**src/rtl/core/psld_pkg.sv**
```systemverilog
`timescale 1ns / 1ps
// ----------------------------------------------------------------------------
// psld_pkg
// Shared types, register indexes and saturation helpers for the speed-loop
// PID block.
// ----------------------------------------------------------------------------
package psld_pkg;

    localparam int CFG_IDX_W = 3;
    localparam int GAIN_W    = 31;

    localparam logic [CFG_IDX_W-1:0] REG_PROP_GAIN    = 3'd0;
    localparam logic [CFG_IDX_W-1:0] REG_INTEG_GAIN   = 3'd1;
    localparam logic [CFG_IDX_W-1:0] REG_DERIV_GAIN   = 3'd2;
    localparam logic [CFG_IDX_W-1:0] REG_INTEG_LIMIT  = 3'd3;
    localparam logic [CFG_IDX_W-1:0] REG_DRIVE_LIMIT  = 3'd4;
    localparam logic [CFG_IDX_W-1:0] REG_DEAD_BAND    = 3'd5;
    localparam logic [CFG_IDX_W-1:0] REG_WHEEL_RADIUS = 3'd6;

    // multiplier operand selection
    typedef enum logic [1:0] {
        MUL_MEAS = 2'd0,
        MUL_P    = 2'd1,
        MUL_I    = 2'd2,
        MUL_D    = 2'd3
    } psld_mul_sel_t;

    typedef struct packed {
        logic          load_in;
        logic          mul_en;
        psld_mul_sel_t mul_sel;
        logic          ld_err;
        logic          ld_act;
        logic          ld_p;
        logic          ld_i;
        logic          ld_drive;
        logic          ld_out;
    } psld_cmd_t;

    typedef struct packed {
        logic out_full;
    } psld_status_t;

    localparam logic signed [51:0] S32_MAX = 52'sd2147483647;
    localparam logic signed [51:0] S32_MIN = -52'sd2147483648;

    function automatic logic signed [31:0] sat32(input logic signed [51:0] x);
        logic signed [31:0] r;
        if (x > S32_MAX) begin
            r = 32'sh7FFF_FFFF;
        end else if (x < S32_MIN) begin
            r = 32'sh8000_0000;
        end else begin
            r = x[31:0];
        end
        return r;
    endfunction

    function automatic logic signed [51:0] clamp_sym(input logic signed [51:0] x,
                                                     input logic [GAIN_W-1:0] lim);
        logic signed [51:0] l;
        logic signed [51:0] r;
        l = $signed({21'd0, lim});
        if (x > l) begin
            r = l;
        end else if (x < -l) begin
            r = -l;
        end else begin
            r = x;
        end
        return r;
    endfunction

endpackage

```
**src/rtl/core/psld_ctrl.sv**
```systemverilog
`timescale 1ns / 1ps
// ----------------------------------------------------------------------------
// psld_ctrl
// Sequencer: walks one control tick through the shared multiplier and the
// accumulate/clamp steps of the datapath.
// ----------------------------------------------------------------------------
module psld_ctrl
    import psld_pkg::*;
(
    input  logic         aclk,
    input  logic         aresetn,
    input  logic         s_valid,
    output logic         s_ready,
    input  logic         m_ready,
    input  psld_status_t status,
    output psld_cmd_t    cmd
);

    typedef enum logic [7:0] {
        ST_IDLE = 8'b0000_0001,
        ST_MEAS = 8'b0000_0010,
        ST_ERR  = 8'b0000_0100,
        ST_MULP = 8'b0000_1000,
        ST_MULI = 8'b0001_0000,
        ST_MULD = 8'b0010_0000,
        ST_SUM  = 8'b0100_0000,
        ST_OUT  = 8'b1000_0000
    } state_t;

    state_t state_reg;
    state_t state_next;

    always_ff @(posedge aclk) begin
        if (!aresetn) begin
            state_reg <= ST_IDLE;
        end else begin
            state_reg <= state_next;
        end
    end

    always_comb begin
        state_next = state_reg;
        cmd        = '0;
        cmd.mul_sel = MUL_MEAS;
        s_ready    = 1'b0;
        case (state_reg)
            ST_IDLE: begin
                s_ready = 1'b1;
                if (s_valid) begin
                    cmd.load_in = 1'b1;
                    state_next  = ST_MEAS;
                end
            end
            ST_MEAS: begin
                cmd.mul_en  = 1'b1;
                cmd.mul_sel = MUL_MEAS;
                state_next  = ST_ERR;
            end
            ST_ERR: begin
                cmd.ld_err = 1'b1;
                state_next = ST_MULP;
            end
            ST_MULP: begin
                cmd.mul_en  = 1'b1;
                cmd.mul_sel = MUL_P;
                cmd.ld_act  = 1'b1;
                state_next  = ST_MULI;
            end
            ST_MULI: begin
                cmd.mul_en  = 1'b1;
                cmd.mul_sel = MUL_I;
                cmd.ld_p    = 1'b1;
                state_next  = ST_MULD;
            end
            ST_MULD: begin
                cmd.mul_en  = 1'b1;
                cmd.mul_sel = MUL_D;
                cmd.ld_i    = 1'b1;
                state_next  = ST_SUM;
            end
            ST_SUM: begin
                cmd.ld_drive = 1'b1;
                state_next   = ST_OUT;
            end
            ST_OUT: begin
                // wait for the output register to free up
                if (!status.out_full || m_ready) begin
                    cmd.ld_out = 1'b1;
                    state_next = ST_IDLE;
                end
            end
            default: begin
                state_next = ST_IDLE;
            end
        endcase
    end

endmodule

```
**config.mk**
```make
export PLATFORM = sky130hd
export DESIGN_NAME = psld_ctrl
export DESIGN_NICKNAME = d
export VERILOG_FILES = /design/src/rtl/core/psld_pkg.sv /design/src/rtl/core/psld_ctrl.sv
export SDC_FILE = /design/constraint.sdc
export NUM_CORES = 1
export LEC_CHECK = 0
export BUFFER_PORTS_ARGS = -buffer_cell sky130_fd_sc_hd__clkbuf_2
export CAP_MARGIN = 20
export CORE_AREA = 2 2 39 41
export CTS_CLUSTER_DIAMETER = 80
export CTS_CLUSTER_SIZE = 20
export DETAILED_ROUTE_END_ITERATION = 12
export DIE_AREA = 0 0 41 43
export PLACE_DENSITY = 0.63
export SLEW_MARGIN = 20
export SYNTH_ARGS = -nofsm -noshare
export SYNTH_HDL_FRONTEND = slang
export SYNTH_SLANG_ARGS = --single-unit
export TNS_END_PERCENT = 30
```
**constraint.sdc**
```tcl
create_clock -name aclk -period 1.9 [get_ports aclk]
set_input_delay 0 -clock aclk [delete_from_list [all_inputs] [get_ports aclk]]
set_output_delay 0 -clock aclk [all_outputs]
set_load 0.05 [all_outputs]
```
# After elaboration in Yosys (flattened, before gate mapping)
# Cells that the tools add are included.
dict set report totals {
  regBits 8
  input_bits 5
  output_inout_bits 11
  wordCells 28
}
dict set report op_classes {
  n_eq_ne 10
  muxes 14
  reduce_logical 3
}
# cell n
set op_table {}
lappend op_table {{$pmux 8 s8} 1}
lappend op_table {{$mux 8} 2}
lappend op_table {{$pmux 3 s4} 1}
lappend op_table {{$mux 1} 10}
lappend op_table {{$eq 8x1->1 const B} 1}
lappend op_table {{$eq 8x2->1 const B} 1}
lappend op_table {{$eq 8x3->1 const B} 1}
lappend op_table {{$eq 8x4->1 const B} 1}
lappend op_table {{$eq 8x5->1 const B} 1}
lappend op_table {{$eq 8x6->1 const B} 1}
lappend op_table {{$eq 8x7->1 const B} 1}
lappend op_table {{$eq 8x8->1 const B} 1}
lappend op_table {{$ne 2x2->1 const B} 2}
lappend op_table {{$reduce_and 2->1} 1}
lappend op_table {{$logic_not 1->1} 1}
lappend op_table {{$logic_or 1x1->1} 1}

# Longest topological paths before layout
# Gate-level depths: netlist of the first run.
dict set report logic_depth {
  word_depth 4
  mapped_depth 5
}

# Worst setup path after synthesis of the first run
# Ideal clock, no wire load.
dict set report synth_timing {
  path_kind {register to output}
  from {register state_reg[0]}
  to {output port cmd[3] (netlist bit)}
  arrival_ps 1967
  required_ps 1900
  setup_slack_ps -67
  stages_incl_launch_ff 4
  path_buffers 0
  path_cell_list {dfxtp_1 nor4_4 nand2_1 nor3b_1}
}
# item line
set synth_rtl {}
lappend synth_rtl {{start, declared} psld_ctrl.sv:30} ;# state_t state_reg;
lappend synth_rtl {{start signal, assigned} psld_ctrl.sv:37} ;# state_reg <= state_next;
lappend synth_rtl {{end, declared} psld_ctrl.sv:16} ;# output psld_cmd_t cmd

==> results_dict.tcl, run 1 <==
set metrics [dict create \
    wl_um 897 \
    grt_overflow_total 0 \
    startpoint "state_reg[2]" \
    required_ns 1.90 \
    cts_sinks 8 \
    grt_pass1_wl_um 1400 \
    ctsHoldBuffers 0 \
    critPathMaxFanout 5 \
    yosysSeqAreaShare_pct 33.1 \
    grt_max_degree 7 \
    gp_congestion 0.732 \
    avgSynthCellArea_um2 9.68 \
    via_per_inst 4.94 \
    worst_pin_slew_ns 0.357 \
    setup-tns-final_ns 0 \
    die-area_um2 1760 \
    h-tree-depth 1 \
    irDropWorstVdd_mv 0.258 \
    synth_compound_area_share_pct 10.3 \
    fmax_mhz 581 \
    numCtsBuffers 3 \
    fin_crit_sh_pct 90.5 \
    synth_nets 55 \
    hp-start "aresetn" \
    ys_seq_elements 8 \
    synth_mux_area_share_pct 0 \
    synth_cells 50 \
    crit_path_end_kind "primary output" \
    ys_async_sr_fraction_pct 0 \
    route.detailed.drc 0 \
    maxSlewViolCount 0 \
    antenna_found_initial 0 \
    final_hold_viol_count 0 \
    synth_top_family_by_area "simple AND/OR/NAND/NOR gates" \
    wl_per_cell_um 10.8 \
    coreArea_um2 1380 \
    tritoncts "built" \
    postCtsSetupBuffers 0 \
    grt_pass1_vias 349 \
    final_common_cell "clkbuf_2" \
    start_kind "register" \
    clk_pin_slew_worst_paths_ns 0.05 \
    rows 14 \
    synth_cell_types 25 \
    setup_slack_ns 0.180 \
    fill_cells 138 \
    layout-drive-gt1-share_pct 43.3 \
    power_density_nw_per_um2 661 \
    final.min_clock_period_ns 1.72 \
    leakage_nw 0.282 \
    ys.flop_type "dfxtp_1" \
    path_class "register to primary output" \
    cts-resized-gates 0 \
    dp_worst_setup_slack_ns 0.437 \
    r2r_start "state_reg[2]" \
    dp_hpwl_um 739 \
    synth_top_cell_by_area "dfxtp_1" \
    ant_nets 0 \
    final_cell_mix "15 x clkbuf_2, 8 x nor2_1, 8 x dfxtp_1" \
    fin_skew_ns 0.00202 \
    die_height_um 43 \
    status "finished clean" \
    maxCapViolCount 0 \
    cts-root-buf "clkbuf_4" \
    synth-simple-area-share_pct 49.4 \
    die_w_um 41 \
    setup_viol 0 \
    drtPass1Iterations 3 \
    synth_adder_area_share_pct 0 \
    area_growth_pct 23.8 \
    min_path_type "input port to register" \
    io_pins 16 \
    yosys_warnings 0 \
    yosysTopAreaCellShare_pct 33.1 \
    rsz0062_at_grt "false" \
    port_buffers 15 \
    synth_xor_area_share_pct 1.81 \
    largest_register_ffs 8 \
    via_count 410 \
    final_nets 74 \
    worstSkewPairLatency_ns 0.26 \
    clk_path_buf_depth 2 \
    initial_core_util_pct 35.0 \
    grt_usage_pct 12.4 \
    diodes 0 \
    synth_edf_count 0 \
    slew_headroom_pct 76.0 \
    netlist_top_cells_area "dfxtp_1 33%, nor4_4 8.8%, nand4b_2 6.2%" \
    netlist_area_um2 484 \
    drt_iter0_markers 9 \
    crit_arrival_ns 1.72 \
]
## routing by layer
layer / GRT usage, % / wire length, um / up-vias
met4: 12.0 / 42 / 0
li1: - / - / 215
met1: 16.5 / 446 / 180
met5: 0 / 0 / -
met2: 15.0 / 374 / 10
met3: 3.14 / 34 / 5
## report_power, final
group          switching [W]  internal, W  leakage [nW]
combinational      0.0000560    0.0000309         0.203
sequential        0.00000680     0.000173        0.0649
clock              0.0000577    0.0000723        0.0138
## kinds of logic (layout without fill, tap and decap cells)
logic type | Yosys count | in the layout
AOI/OAI and AO/OA | 4 | 4
and+or+nand+nor | 31 | 31
buffers and inverters | 6 | 23
DFF | 8 | 8
xor gates and xnor gates | 1 | 1
## path summary, 6_finish.rpt
| kind | slack [ns] | endpoint | cells after the start |
|---|---|---|---|
| max | 0.18 | cmd[9] | 5 |
| min | 0.04 | state_reg[1] | 2 |
| max reg2reg | 0.43 | state_reg[5] | 4 |
| min reg2reg | 0.58 | state_reg[4] | 2 |
## synthesized netlist by cell type, drive strengths merged, types with 2 or more instances
master  instances
nor4            2
nor2b           2
nand4b          5
nand2           2
nor2            9
and3            3
inv             5
dfxtp           8
## cell type report
cell class / instances / area (um2) / share of cell area [%]
clock buffers: 3 / 22.5 / 3.76
inverters: 5 / 18.8 / 3.13
multi-input cells: 36 / 303 / 50.5
flip-flops and latches: 8 / 160 / 26.7
well taps: 16 / 20.0 / 3.34
repair buffers: 15 / 75.1 / 12.5
## per-stage QoR
step                      total power [W]  instances  hold WS (ns)  utilization, %  area (um2)
after floorplan                  0.000251         50         0.145               -         489
after global placement           0.000270         80         0.307            41.7         577
after detailed placement         0.000270         80         0.308            41.7         577
after CTS                        0.000402         83        0.0373            43.3         599
after global routing             0.000412         83        0.0492            43.3         599
final                            0.000396         83        0.0427            43.3         599
## worst max-delay path: stages, from the launching register on
cell      delay, ns
dfxtp_1        0.34
nor4_4         0.38
nand4b_2       0.24
inv_2          0.11
and2_1         0.12
clkbuf_2       0.27
No activity file was read; power rests on OpenSTA's default activity.
==> run 2: changes to the inputs <==
- CTS_BUF_LIST: default -> sky130_fd_sc_hd__clkbuf_8
- CTS_CLUSTER_DIAMETER: 80 -> default
==> run 2 against run 1 <==
  * Non-clock buffer count did not move
  * Via count up 3.2%
  * Flip-flop and latch count unchanged
  * Critical path depth did not move
  * First-iteration DRC count shrank 11%
  * Final cell count stayed put
  * Core utilization up 1.4 points
  * Clock power grew 59%
  * Maximum frequency up 1.7%
  * Critical path type unchanged
  * Largest power group is now the clock network
  * Highest routed layer unchanged
==> results_dict.tcl, run 2 (same netlist as run 1, synthesis figures left out) <==
set metrics [dict create \
    via_per_inst 5.10 \
    layout-drive-gt1-share_pct 43.3 \
    die_height_um 43 \
    maxSlewViolCount 0 \
    cts_sinks 8 \
    wl_um 925 \
    numCtsBuffers 3 \
    path_class "register to primary output" \
    clk_path_buf_depth 2 \
    fin_crit_sh_pct 89.0 \
    dp_hpwl_um 739 \
    die-area_um2 1760 \
    grt_max_degree 7 \
    clk_pin_slew_worst_paths_ns 0.04 \
    crit_arrival_ns 1.69 \
    postCtsSetupBuffers 0 \
    antenna_found_initial 0 \
    fin_skew_ns 0.00451 \
    gp_congestion 0.732 \
    grt_pass1_wl_um 1450 \
    power_density_nw_per_um2 767 \
    largest_register_ffs 8 \
    ctsHoldBuffers 0 \
    slew_headroom_pct 76.6 \
    setup_viol 0 \
    final_nets 74 \
    route.detailed.drc 0 \
    wl_per_cell_um 11.1 \
    cts-resized-gates 0 \
    crit_path_end_kind "primary output" \
    leakage_nw 0.290 \
    tritoncts "built" \
    worst_pin_slew_ns 0.349 \
    maxCapViolCount 0 \
    start_kind "register" \
    irDropWorstVdd_mv 0.321 \
    area_growth_pct 27.6 \
    status "finished clean" \
    drt_iter0_markers 8 \
    coreArea_um2 1380 \
    grt_pass1_vias 353 \
    grt_overflow_total 0 \
    setup-tns-final_ns 0 \
    ant_nets 0 \
    rsz0062_at_grt "false" \
    initial_core_util_pct 35.0 \
    port_buffers 15 \
    cts-root-buf "clkbuf_8" \
    final_cell_mix "15 x clkbuf_2, 8 x nor2_1, 8 x dfxtp_1" \
    min_path_type "input port to register" \
    via_count 423 \
    required_ns 1.90 \
    final_hold_viol_count 0 \
    finalPower_w 0.000474 \
    rows 14 \
    grt_usage_pct 13.0 \
    die_w_um 41 \
    diodes 0 \
    final.min_clock_period_ns 1.69 \
    fmax_mhz 591 \
    final_common_cell "clkbuf_2" \
    critPathMaxFanout 5 \
    io_pins 16 \
    worstSkewPairLatency_ns 0.23 \
    drtPass1Iterations 4 \
    h-tree-depth 1 \
]
-- run 2: cell count changes in the layout (fill, tap and decap cells not counted) --
cell / delta
clkbuf_4: -3
clkbuf_8: +3
-- run 2: report_power, final --
group	internal (W)	switching, W	total [W]
combinational	0.0000309	0.0000560	0.0000869
clock	0.000137	0.0000693	0.000207
sequential	0.000173	0.00000685	0.000180
total	0.000342	0.000132	0.000474
-- run 2: path summary, 6_finish.rpt --
kind	cells after the start	end	slack [ns]	start
setup / recovery	5	cmd[9]	0.21	state_reg[2]
hold / removal	2	state_reg[1]	0.07	aresetn
setup reg to reg	4	state_reg[5]	0.43	state_reg[2]
hold reg to reg	2	state_reg[4]	0.58	state_reg[3]
-- run 2: routing by layer --
layer	wire length, um	global-route usage [%]	vias to the layer above
li1	-	-	216
met1	437	16.5	192
met2	419	15.9	12
met3	35	4.71	3
met4	32	12.0	0
met5	0	0	-
-- run 2: stage by stage --
stage	utilization, %	std cells	hold slack [ns]	cell area, um2	setup slack, ns
after floorplan	-	50	0.145	489	0.149
after global placement	41.7	80	0.307	577	0.467
after detailed placement	41.7	80	0.308	577	0.437
after CTS	44.7	83	0.0649	618	0.206
after global routing	44.7	83	0.0772	618	0.107
final	44.7	83	0.0672	618	0.209
-- run 2: area by class of cell --
class | instances | area (um2)
clock buffers | 3 | 41.3
fillers | 135 | 766
inverters | 5 | 18.8
multi-input cells | 36 | 303
flip-flops and latches | 8 | 160
well taps | 16 | 20.0
repair buffers | 15 | 75.1
-- run 2: critical path: stages, from the launching register on --
cell and delay, ns:
dfxtp_1 0.34, nor4_4 0.38, nand4b_2 0.24, inv_2 0.11
and2_1 0.12, clkbuf_2 0.27
